$ cat config.mk
export PLATFORM = sky130hd
export DESIGN_NAME = countdown_timer_and_lap_stopwatch_unit
export DESIGN_NICKNAME = d
export VERILOG_FILES = /design/src/rtl/core/cdt_pkg.sv /design/src/rtl/core/cdt_step.sv /design/src/rtl/core/countdown_timer_and_lap_stopwatch_unit.sv
export SDC_FILE = /design/constraint.sdc
export NUM_CORES = 1
export LEC_CHECK = 0
export BUFFER_PORTS_ARGS = -buffer_cell sky130_fd_sc_hd__clkbuf_2
export CAP_MARGIN = 20
export CORE_MARGIN = 4
export CORE_UTILIZATION = 38
export DETAILED_ROUTE_END_ITERATION = 7
export PLACE_DENSITY_LB_ADDON = 0.2
export SLEW_MARGIN = 20
export SYNTH_ARGS = -nofsm -noshare
export SYNTH_HDL_FRONTEND = slang
export SYNTH_SLANG_ARGS = --single-unit
export TNS_END_PERCENT = 20
$ cat constraint.sdc
create_clock -name clk_i -period 13.2 [get_ports clk_i]
set_input_delay 0.66 -clock clk_i [delete_from_list [all_inputs] [get_ports clk_i]]
set_output_delay 0.66 -clock clk_i [all_outputs]
set_load 0.03 [all_outputs]
$ cat src/rtl/core/cdt_pkg.sv
package cdt_pkg;

  localparam int unsigned LapSlots = 6;
  localparam int unsigned LapIdxW  = (LapSlots > 1) ? $clog2(LapSlots) : 1;
  localparam int unsigned LapCntW  = $clog2(LapSlots + 1);

  localparam int unsigned CfgIdxW  = 1;
  localparam int unsigned CfgDataW = 19;

  localparam logic [18:0] SetMin      = 19'd10;
  localparam logic [18:0] SetMax      = 19'd359999;
  localparam logic [18:0] SetReset    = 19'd300;
  localparam logic [15:0] TimeoutRst  = 16'd60000;
  localparam logic [16:0] AgeMax      = 17'd131071;
  localparam logic [28:0] MsPerSec    = 29'd1000;
  localparam logic [18:0] StepSmall   = 19'd10;
  localparam logic [18:0] StepLarge   = 19'd60;

  typedef enum logic [1:0] {
    ModeTick     = 2'd0,
    ModeTimerBtn = 2'd1,
    ModeSwBtn    = 2'd2,
    ModeAdjust   = 2'd3
  } cdt_mode_e;

  typedef enum logic [1:0] {
    SlotPrimary   = 2'd0,
    SlotSecondary = 2'd1,
    SlotClear     = 2'd2,
    SlotUnused    = 2'd3
  } cdt_slot_e;

  typedef enum logic [1:0] {
    AdjMinus60 = 2'd0,
    AdjMinus10 = 2'd1,
    AdjPlus10  = 2'd2,
    AdjPlus60  = 2'd3
  } cdt_adj_e;

  typedef enum logic [CfgIdxW-1:0] {
    RegDefaultSet   = 1'd0,
    RegAlarmTimeout = 1'd1
  } cdt_reg_e;

  typedef struct packed {
    logic [1:0]  mode;
    logic [1:0]  slot;
    logic [15:0] delta_ms;
    logic [2:0]  lap_select;
  } cdt_in_t;

  typedef struct packed {
    logic [28:0] remaining_ms;
    logic [18:0] set_seconds;
    logic        timer_active;
    logic        alarm_active;
    logic        alarm_fired;
    logic [31:0] stopwatch_ms;
    logic        stopwatch_active;
    logic [2:0]  laps_recorded;
    logic [31:0] lap_value;
  } cdt_out_t;

  typedef struct packed {
    logic [18:0] default_set;
    logic [15:0] alarm_timeout;
  } cdt_cfg_t;

  typedef struct packed {
    logic [18:0]        timer_set;
    logic [28:0]        timer_left;
    logic               timer_run;
    logic               alarm_on;
    logic [16:0]        alarm_age;
    logic [31:0]        sw_total;
    logic               sw_run;
    logic [LapCntW-1:0] lap_count;
  } cdt_state_t;

  typedef struct packed {
    logic               we;
    logic [LapIdxW-1:0] addr;
    logic [31:0]        data;
  } cdt_lap_wr_t;

endpackage

$ cat src/rtl/core/cdt_step.sv
module cdt_step (
  input  cdt_pkg::cdt_state_t  state_i,
  input  cdt_pkg::cdt_cfg_t    cfg_i,
  input  cdt_pkg::cdt_in_t     item_i,
  input  logic [31:0]          lap_rd_i,
  output cdt_pkg::cdt_state_t  state_o,
  output cdt_pkg::cdt_lap_wr_t lap_wr_o,
  output cdt_pkg::cdt_out_t    result_o
);
  import cdt_pkg::*;

  logic [28:0] reload;
  logic [17:0] age_sum;
  logic [16:0] age_sat;
  logic [18:0] adj_step;
  logic [18:0] default_clamped;
  logic        fired;
  logic        lap_hit;

  assign reload  = {10'd0, state_i.timer_set} * MsPerSec;
  assign age_sum = {1'b0, state_i.alarm_age} + {2'd0, item_i.delta_ms};
  assign age_sat = age_sum[17] ? AgeMax : age_sum[16:0];

  always_comb begin
    if (cfg_i.default_set < SetMin) begin
      default_clamped = SetMin;
    end else if (cfg_i.default_set > SetMax) begin
      default_clamped = SetMax;
    end else begin
      default_clamped = cfg_i.default_set;
    end
  end

  always_comb begin
    case (cdt_adj_e'(item_i.slot))
      AdjMinus60, AdjPlus60: adj_step = StepLarge;
      default:               adj_step = StepSmall;
    endcase
  end

  always_comb begin
    state_o  = state_i;
    fired    = 1'b0;
    lap_wr_o = '{we: 1'b0, addr: LapIdxW'(state_i.lap_count), data: state_i.sw_total};

    case (cdt_mode_e'(item_i.mode))
      ModeTick: begin
        if (state_i.alarm_on) begin
          state_o.alarm_age = age_sat;
          if (age_sat > {1'b0, cfg_i.alarm_timeout}) begin
            state_o.alarm_on   = 1'b0;
            state_o.timer_left = reload;
          end
        end else if (state_i.timer_run) begin
          if ({13'd0, item_i.delta_ms} >= state_i.timer_left) begin
            state_o.timer_left = '0;
            state_o.timer_run  = 1'b0;
            state_o.alarm_on   = 1'b1;
            state_o.alarm_age  = '0;
            fired              = 1'b1;
          end else begin
            state_o.timer_left = state_i.timer_left - {13'd0, item_i.delta_ms};
          end
        end
        if (state_i.sw_run) begin
          state_o.sw_total = state_i.sw_total + {16'd0, item_i.delta_ms};
        end
      end
      ModeTimerBtn: begin
        if (state_i.alarm_on) begin
          if (cdt_slot_e'(item_i.slot) == SlotSecondary) begin
            state_o.alarm_on   = 1'b0;
            state_o.timer_left = reload;
          end
        end else if (state_i.timer_run) begin
          if (cdt_slot_e'(item_i.slot) == SlotPrimary) begin
            state_o.timer_run = 1'b0;
          end else if (cdt_slot_e'(item_i.slot) == SlotClear) begin
            state_o.timer_run  = 1'b0;
            state_o.timer_left = reload;
          end
        end else begin
          if (cdt_slot_e'(item_i.slot) == SlotPrimary) begin
            if (state_i.timer_left == '0) begin
              state_o.timer_left = reload;
            end
            state_o.timer_run = 1'b1;
          end else if (cdt_slot_e'(item_i.slot) == SlotClear) begin
            state_o.timer_left = '0;
            state_o.timer_set  = default_clamped;
          end
        end
      end
      ModeSwBtn: begin
        case (cdt_slot_e'(item_i.slot))
          SlotPrimary: state_o.sw_run = !state_i.sw_run;
          SlotSecondary: begin
            if (state_i.sw_run && (32'(state_i.lap_count) < 32'(LapSlots))) begin
              lap_wr_o.we       = 1'b1;
              state_o.lap_count = state_i.lap_count + LapCntW'(1);
            end
          end
          SlotClear: begin
            state_o.sw_run    = 1'b0;
            state_o.sw_total  = '0;
            state_o.lap_count = '0;
          end
          default: ;
        endcase
      end
      default: begin
        if (!state_i.timer_run && !state_i.alarm_on) begin
          case (cdt_adj_e'(item_i.slot))
            AdjMinus60, AdjMinus10: begin
              if (state_i.timer_set < SetMin + adj_step) begin
                state_o.timer_set = SetMin;
              end else begin
                state_o.timer_set = state_i.timer_set - adj_step;
              end
            end
            default: begin
              if (state_i.timer_set > SetMax - adj_step) begin
                state_o.timer_set = SetMax;
              end else begin
                state_o.timer_set = state_i.timer_set + adj_step;
              end
            end
          endcase
        end
      end
    endcase
  end

  assign lap_hit = 32'(item_i.lap_select) < 32'(state_o.lap_count);

  always_comb begin
    result_o.remaining_ms     = state_o.timer_left;
    result_o.set_seconds      = state_o.timer_set;
    result_o.timer_active     = state_o.timer_run;
    result_o.alarm_active     = state_o.alarm_on;
    result_o.alarm_fired      = fired;
    result_o.stopwatch_ms     = state_o.sw_total;
    result_o.stopwatch_active = state_o.sw_run;
    result_o.laps_recorded    = 3'(state_o.lap_count);
    if (!lap_hit) begin
      result_o.lap_value = '0;
    end else if (lap_wr_o.we
                 && (32'(item_i.lap_select) == 32'(state_i.lap_count))) begin
      result_o.lap_value = state_i.sw_total;
    end else begin
      result_o.lap_value = lap_rd_i;
    end
  end

endmodule

$ cat src/rtl/core/countdown_timer_and_lap_stopwatch_unit.sv
// An accepted transaction is held in the input register; its result is then
// registered in the result register. Throughput: one transaction per cycle while
// results are taken; the two registers let a new item in while a result still waits.
// Reset clears the timer, alarm, stopwatch, lap count and handshake state and
// loads both configuration registers with their defaults; the lap store is not reset.
module countdown_timer_and_lap_stopwatch_unit (
  input  logic                          clk_i,
  input  logic                          rst_ni,
  input  logic                          in_valid_i,
  output logic                          in_ready_o,
  input  cdt_pkg::cdt_in_t              in_data_i,
  output logic                          out_valid_o,
  input  logic                          out_ready_i,
  output cdt_pkg::cdt_out_t             out_data_o,
  input  logic                          cfg_we_i,
  input  logic [cdt_pkg::CfgIdxW-1:0]   cfg_index_i,
  input  logic [cdt_pkg::CfgDataW-1:0]  cfg_data_i
);
  import cdt_pkg::*;

  cdt_in_t     in_q;
  logic        in_valid_q;
  cdt_out_t    out_q;
  logic        out_valid_q;
  cdt_cfg_t    cfg_q;
  cdt_state_t  state_q;
  cdt_state_t  state_d;
  cdt_out_t    out_d;
  cdt_lap_wr_t lap_wr;
  logic [31:0] lap_store_q [LapSlots];
  logic [31:0] lap_rd;
  logic        advance;

  assign advance     = in_valid_q && (!out_valid_q || out_ready_i);
  assign in_ready_o  = !in_valid_q || advance;
  assign out_valid_o = out_valid_q;
  assign out_data_o  = out_q;

  assign lap_rd = (32'(in_q.lap_select) < 32'(LapSlots))
                  ? lap_store_q[LapIdxW'(in_q.lap_select)] : '0;

  cdt_step u_step (
    .state_i  (state_q),
    .cfg_i    (cfg_q),
    .item_i   (in_q),
    .lap_rd_i (lap_rd),
    .state_o  (state_d),
    .lap_wr_o (lap_wr),
    .result_o (out_d)
  );

  always_ff @(posedge clk_i or negedge rst_ni) begin
    if (!rst_ni) begin
      cfg_q.default_set   <= SetReset;
      cfg_q.alarm_timeout <= TimeoutRst;
    end else if (cfg_we_i) begin
      case (cdt_reg_e'(cfg_index_i))
        RegDefaultSet:   cfg_q.default_set   <= cfg_data_i[18:0];
        RegAlarmTimeout: cfg_q.alarm_timeout <= cfg_data_i[15:0];
        default: ;
      endcase
    end
  end

  always_ff @(posedge clk_i or negedge rst_ni) begin
    if (!rst_ni) begin
      in_valid_q  <= 1'b0;
      out_valid_q <= 1'b0;
      state_q     <= '{timer_set: SetReset, default: '0};
    end else begin
      if (in_ready_o) begin
        in_valid_q <= in_valid_i;
      end
      if (advance) begin
        out_valid_q <= 1'b1;
        state_q     <= state_d;
      end else if (out_ready_i) begin
        out_valid_q <= 1'b0;
      end
    end
  end

  always_ff @(posedge clk_i) begin
    if (in_valid_i && in_ready_o) begin
      in_q <= in_data_i;
    end
    if (advance) begin
      out_q <= out_d;
    end
    if (advance && lap_wr.we) begin
      lap_store_q[lap_wr.addr] <= lap_wr.data;
    end
  end

  a_fired_raises_alarm: assert property (@(posedge clk_i) disable iff (!rst_ni)
    out_valid_o && out_data_o.alarm_fired
      |-> out_data_o.alarm_active && !out_data_o.timer_active
          && (out_data_o.remaining_ms == '0))
    else $error("alarm fired without a stopped, expired timer");

  a_run_excludes_alarm: assert property (@(posedge clk_i) disable iff (!rst_ni)
    !(state_q.timer_run && state_q.alarm_on))
    else $error("timer running while the alarm is pending");

  a_lap_count_bound: assert property (@(posedge clk_i) disable iff (!rst_ni)
    32'(state_q.lap_count) <= 32'(LapSlots))
    else $error("lap count beyond the store depth");

  a_set_in_range: assert property (@(posedge clk_i) disable iff (!rst_ni)
    (state_q.timer_set >= SetMin) && (state_q.timer_set <= SetMax))
    else $error("set time out of range");

  a_stall_holds_result: assert property (@(posedge clk_i) disable iff (!rst_ni)
    out_valid_q && !out_ready_i |=> out_valid_q && $stable(state_q))
    else $error("state advanced while a result was stalled");

endmodule
==> summary.md, run 1 <==
| Metric | Value |
|---|---|
| Outcome | completed |
| Share of layout cells above drive strength 1 | 15.05% |
| Worst path required time | 13.55 ns |
| Post-DP HPWL | 65030 um |
| Die Wd | 283.3 um |
| Hold Buf Count CTS | 0 |
| Crit path DAT | 6.46 ns |
| Crit-path max cell delay | 0.72 ns |
| Ranking of synthesized cells by area | edfxtp_1, dfrtp_1, ha_1 |
| Post-synthesis sequential area ratio | 47.26% |
| Kind of cell adding the most delay to the critical path | compound AO/OA/AOI/OAI gates |
| Initial antenna violation count | 0 |
| Avg Cell Area, Syn | 10.87 sq um |
| Slowest stage cell, crit path | a31oi_1 |
| Crit-path cells | ha_1, a21o_1, and4_1, or3_1, and2_1, o21a_1, a31oi_1, o21ai_0, ha_1, and4_1, a2111oi_0, a211o_1, o211ai_1, nor3_1, buf_4, mux2i_1, a211oi_1, a211o_1 |
| Critical path class | reg -> reg |
| Setup tns final | 0 ns |
| Cell area after synthesis | 28800 sq um |
| CTS tree | yes |
| Gpl congestion | 0.9275 |
| CTS Buffer Depth | 3 |
| # fillers | 7056 |
| #FFs+latches synth | 477 |
| Final Max Slew Viols | 0 |
| Die ar. | 80270 sq um |
| GR Overflow Total | 0 |
| CP Capture Type | register |
| RSZ-0062 raised after global routing | false |
| Total Wirelength | 91610 um |
| DRC | 0 |
| Initial DRC count | 1882 |
| Postcts setup bufs | 0 |
| Largest net degree at the start of global routing | 96 |
| Final hold violations | 0 |
| Synth area leader | edfxtp_1 |
| Highest Clock Rate | 163.8 MHz |
| PortBufs | 168 |
| Synth unique cells | 89 |
| Ys flop type | edfxtp_1 |
| Core Area | 74820 sq um |
| Syn Nets | 2929 |
| Worst-path maximum fanout | 11 |
| Async SR Flop Fraction | 29.35% |
| Setup Skew | 0.03705 ns |
| Total number of vias | 22.61k |
| Vias in the first global route | 22.95k |
| Yosys warns | 0 |
| Vias per inst | 5.929 |
| Most common cell after layout, fill and taps aside | edfxtp_1 |
| Total CTS buffers | 55 |
| Maxcap violations | 0 |
| I/O pins | 169 |
| Worst path bufs/invs | 1 |
| Layout area overhead | 13.70% |
| H-tree Lvls | 2 |
| Most frequent cells in the layout | edfxtp_1, nand2_1, nor2_1, inv_1, clkbuf_2 |
| Top-area cell type share of the netlist area | 34.82% |
| Worst Hold Class | in -> async |
| Global-route wire length before repair | 140800 um |
| Wire length per cell | 24.03 um |
| Ant diodes | 0 |
| GR Util All Layers | 22.25% |
| Initial core utilization | 38.50% |
| Fin crit period | 6.106 ns |
| Pre-antenna DRT Iters | 6 |
| Worst hold slack | 0.09648 ns |
| Post-Syn Instances | 2651 |
| Worst-path clk slew | 0.06 ns |
| Slew HR | 20.58% |
| Clock Sinks | 477 |
| Fin nets | 3075 |
| Final setup vio count | 0 |
| Clk_lat worst skew | 0.63 ns |
| EDFF count, synth | 334 |
| Die Y | 283.3 um |
| Final period utilization | 46.26% |
| Startpoint Class | register |
| Post-route antenna net violation count | 0 |
| Worst Max-Slew Pin Slew | 1.181 ns |
| Cts repair resizes | 0 |
| Root buffer cell | clkbuf_16 |
| Rows | 100 |
[cells in the mapped netlist (all sizes together) (50+ instances only)]
| library cell | count |
|---|---|
| edfxtp | 334 |
| mux2i | 57 |
| xnor2 | 50 |
| a22oi | 50 |
| a21oi | 163 |
| nand3 | 58 |
| dfrtp | 125 |
| fa | 71 |
| nand2 | 264 |
| clkbuf | 92 |
| ha | 159 |
| inv | 177 |
| o21ai | 150 |
| nor2 | 188 |
[final timing paths]
path	start	end	slack [ns]	depth (start not counted)
min	rst_ni	state_q[97]$_DFFE_PN0P_	0.1	1
min reg2reg	state_q[48]$_DFFE_PN0P_	state_q[48]$_DFFE_PN0P_	0.47	2
max reg2reg	in_q[4]$_DFFE_PP_	out_data_o[93]$_DFFE_PP_	7.09	18
max	in_q[4]$_DFFE_PP_	out_data_o[93]$_DFFE_PP_	7.09	18
min in group clk_i	in_data_i[14]	in_q[14]$_DFFE_PP_	0.20	1
max in group asynchronous	rst_ni	cfg_q[27]$_DFFE_PN0P_	11.83	2
[registers in the layout, summed over array words and instances, names as in the netlist, named ones only]
name,flops
in_valid_q,1
state_q,103
out_data_o,119
cfg_q,35
lap_store_q,192
in_q,23
out_valid_o,1
[logic make-up after synthesis]
family	Yosys count	synth area share, %
and+or+nand+nor	705	11.16
AOI/OAI and AO/OA	731	17.20
adders and majority gates	230	11.84
xor gates and xnor gates	78	2.372
DFF	477	47.26
muxes	135	6.281
buffers and inverters	295	3.896
[final cells by class]
class	count	area [sq um]	share of cell area, %
Inverter	178	675.6	2.063
Timing Repair Buffer	206	1144	3.492
Sequential cell	477	13620	41.59
Clock inverter	35	491.7	1.501
Multi-Input combinational cell	1879	14130	43.14
Tap cell	969	1212	3.702
Clock buffer	69	1480	4.520
[through the flow]
step / worst slack (ns) / cells / area (sq um) / utilization, %
5_1_grt: 6.773 / 3813 / 32750 / 43.77
6_report: 7.094 / 3813 / 32750 / 43.77
3_3_place_gp: 7.540 / 3707 / 30750 / 41.10
2_1_floorplan: 7.910 / 2651 / 28800 / -
4_1_cts: 7.155 / 3813 / 32740 / 43.76
3_5_place_dp: 7.213 / 3709 / 30770 / 41.13
[metal layers]
layer  vias up  routed length, um  GRT usage [%]
met5         -                  0              0
met4         0               3958          8.848
met3       224               5447          2.974
met2       909              43730          37.48
met1     11280              38480          29.16
li1      10190                  -              -
Power of run 1 is not shown: default switching activity piles up to over one toggle a cycle in this logic, so the estimate is an artifact.
==> inputs of run 2 (changes only) <==
Clock period 13.2 ns to 6.3 ns, I/O delays scaled along.
==> run 2 against run 1 <==
Effect of this change: maximum frequency grew 5.0%; sequential share of layout area decreased by 0.44 points; flip-flop and latch count stayed put; global-route usage increased by 0.18 points; critical path depth shrank 2; clock skew decreased by 0.0074 ns; worst setup slack got worse by 6.6 ns; first-iteration DRC count grew 3.3%; largest cell class unchanged; register-to-register slack got worse by 6.6 ns.
==> summary.md, run 2 (synthesis gave the netlist of run 1 again) <==
| Metric | Value |
|---|---|
| Worst-path maximum fanout | 15 (+4) |
| H-tree Lvls | 2 (unchanged) |
| Worst-path clk slew | 0.06 ns (about the same) |
| Post-Place Setup Slack | 0.6296 ns (-6.584 ns) |
| Clock Sinks | 477 (unchanged) |
| Share of layout cells above drive strength 1 | 14.94% (-0.11 points) |
| R2R Path End | out_data_o[112]$_DFFE_PP_ |
| Final period utilization | 92.35% (+46 points) |
| R2r setup slk | 0.48 ns (-6.61 ns) |
| Worst path required time | 6.63 ns (-6.92 ns) |
| Final setup vio count | 0 (unchanged) |
| Core Area | 74820 sq um (unchanged) |
| Fin nets | 3131 (+1.8%) |
| Worst Max-Slew Pin Slew | 1.146 ns (-0.03500 ns) |
| Root buffer cell | clkbuf_16 |
| Biggest register | lap_store_q |
| Vias in the first global route | 23.14k (+0.83%) |
| Slew HR | 22.93% (+2.4 points) |
| Final setup margin | 0.4821 ns (-6.611 ns) |
| Post-DP HPWL | 65370 um (+0.51%) |
| Cell area after layout | 33100 sq um (+1.1%) |
| GR Overflow Total | 0 (unchanged) |
| Global-route wire length before repair | 141900 um (+0.73%) |
| Worst R2R Start | state_q[87]$_DFFE_PN1P_ |
| WHS Endpoint | cfg_q[24]$_DFFE_PN1P_ |
| RSZ-0062 raised after global routing | false |
| Most common cell after layout, fill and taps aside | edfxtp_1 |
| Setup Skew | 0.02969 ns (-0.007359 ns) |
| GR Util All Layers | 22.43% (+0.18 points) |
| Placed Area | 30840 sq um (+0.23%) |
| Max reg flops | 192 (unchanged) |
| Cell count of the worst hold path | 4 |
| Most frequent cells in the layout | edfxtp_1, nand2_1, nor2_1, inv_1, clkbuf_2 |
| R2r worst-path depth | 16 (-2) |
| Die Y | 283.3 um (unchanged) |
| Total number of vias | 22.72k (+0.49%) |
| Clk_lat worst skew | 0.63 ns (about the same) |
| Crit path DAT | 6.15 ns (-0.31 ns) |
| Vias per inst | 5.873 (-0.94%) |
| Gpl congestion | 0.9680 (+4.4%) |
| Die ar. | 80270 sq um (unchanged) |
| CP Capture Type | register |
| Final Max Slew Viols | 0 (unchanged) |
| CTS Buffer Depth | 3 (unchanged) |
| Highest Clock Rate | 171.9 MHz (+5.0%) |
| Outcome | completed |
| Total Wirelength | 92050 um (+0.47%) |
| Die Wd | 283.3 um (unchanged) |
| I/O pins | 169 (unchanged) |
| Worst Hold Class | in -> reg |
| Post-route antenna net violation count | 0 (unchanged) |
| Critical path class | reg -> reg |
| PortBufs | 168 (unchanged) |
| Fin crit period | 5.818 ns (-0.2886 ns) |
| DRC | 0 (unchanged) |
| Layout area overhead | 14.91% |
| Total CTS buffers | 54 (-1.8%) |
| Initial core utilization | 38.50% (unchanged) |
| Largest net degree at the start of global routing | 123 (+28%) |
| Startpoint Class | register |
| Setup tns final | 0 ns (unchanged) |
| Maxcap violations | 0 (unchanged) |
| Initial DRC count | 1944 (+3.3%) |
| Hold_sp | cfg_index_i |
| Initial antenna violation count | 1 (+1) |
| Rows | 100 (unchanged) |
| Cts repair resizes | 0 (unchanged) |
| Final hold violations | 0 (unchanged) |
| Wire length per cell | 23.80 um (-0.95%) |
| CTS tree | yes |
| Pre-antenna DRT Iters | 5 (-1) |
-- run 2: changes by cell type in the layout (fill, tap and decap cells not counted), moves of 2 or more --
cell / change
buf_4: +14
buf_6: -3
bufinv_16: -5
clkbuf_1: +2
clkbuf_16: -2
clkinv_2: -3
clkinvlp_4: +3
dlygate4sd3_1: +46
-- run 2: repair_timing --
item | in CTS | in global routing
hold buffers | 46 | 0
setup buffers | 0 | 0
endpoints found under the hold margin | 133 | 0
-- run 2: cell type report --
type / count / area, sq um
clock buffers: 70 / 1451
well taps: 969 / 1212
clock inverters: 31 / 340.3
multi-input cells: 1879 / 14120
flip-flops and latches: 477 / 13620
fillers: 7038 / 41720
inverters: 178 / 675.6
diodes: 1 / 2.502
repair buffers: 263 / 1675
-- run 2: worst max-delay path by stage --
stage	startpoint	to	cells past startpoint
floorplan	out_valid_o$_DFFE_PN0P_	out_data_o[0]$_SDFFCE_PP0P_	5
CTS	state_q[87]$_DFFE_PN1P_	out_data_o[112]$_DFFE_PP_	16
finish	state_q[87]$_DFFE_PN1P_	out_data_o[112]$_DFFE_PP_	16
global route	state_q[87]$_DFFE_PN1P_	out_data_o[112]$_DFFE_PP_	16
detailed placement	state_q[87]$_DFFE_PN1P_	out_data_o[112]$_DFFE_PP_	16
global placement	state_q[87]$_DFFE_PN1P_	out_data_o[112]$_DFFE_PP_	16
-- run 2: worst max-delay path, stage by stage (launching register included) --
cell and delay [ns]:
dfstp_2 0.73, inv_1 0.23, fa_1 0.57, fa_1 0.44, fa_1 0.49, fa_1 0.51, inv_1 0.04, ha_1 0.32
o211ai_1 0.10, a21oi_1 0.23, o21ai_0 0.25, a31oi_1 0.46, o211ai_1 0.18, a21boi_0 0.33, o311ai_0 0.22, a32oi_1 0.27
o21ai_0 0.12
-- run 2: metal layers --
layer | vias to the layer above | GRT usage, % | wire (um) | part of all wire [%]
li1 | 10290 | - | - | -
met1 | 11370 | 28.96 | 38650 | 42
met2 | 861 | 38.43 | 44530 | 48
met3 | 207 | 3.392 | 5313 | 5.8
met4 | 0 | 8.041 | 3554 | 3.9
met5 | - | 0 | 0 | 0
-- run 2: per-stage QoR --
| step | utilization (%) | cells | hold WS, ns |
|---|---|---|---|
| floorplan | - | 2651 | 0.01941 |
| global placement | 41.22 | 3720 | 0.4613 |
| detailed placement | 41.22 | 3720 | 0.4639 |
| CTS | 44.23 | 3867 | 0.1828 |
| global route | 44.23 | 3867 | 0.2335 |
| finish | 44.24 | 3868 | 0.2121 |
Power of run 2 is left out for the same reason.
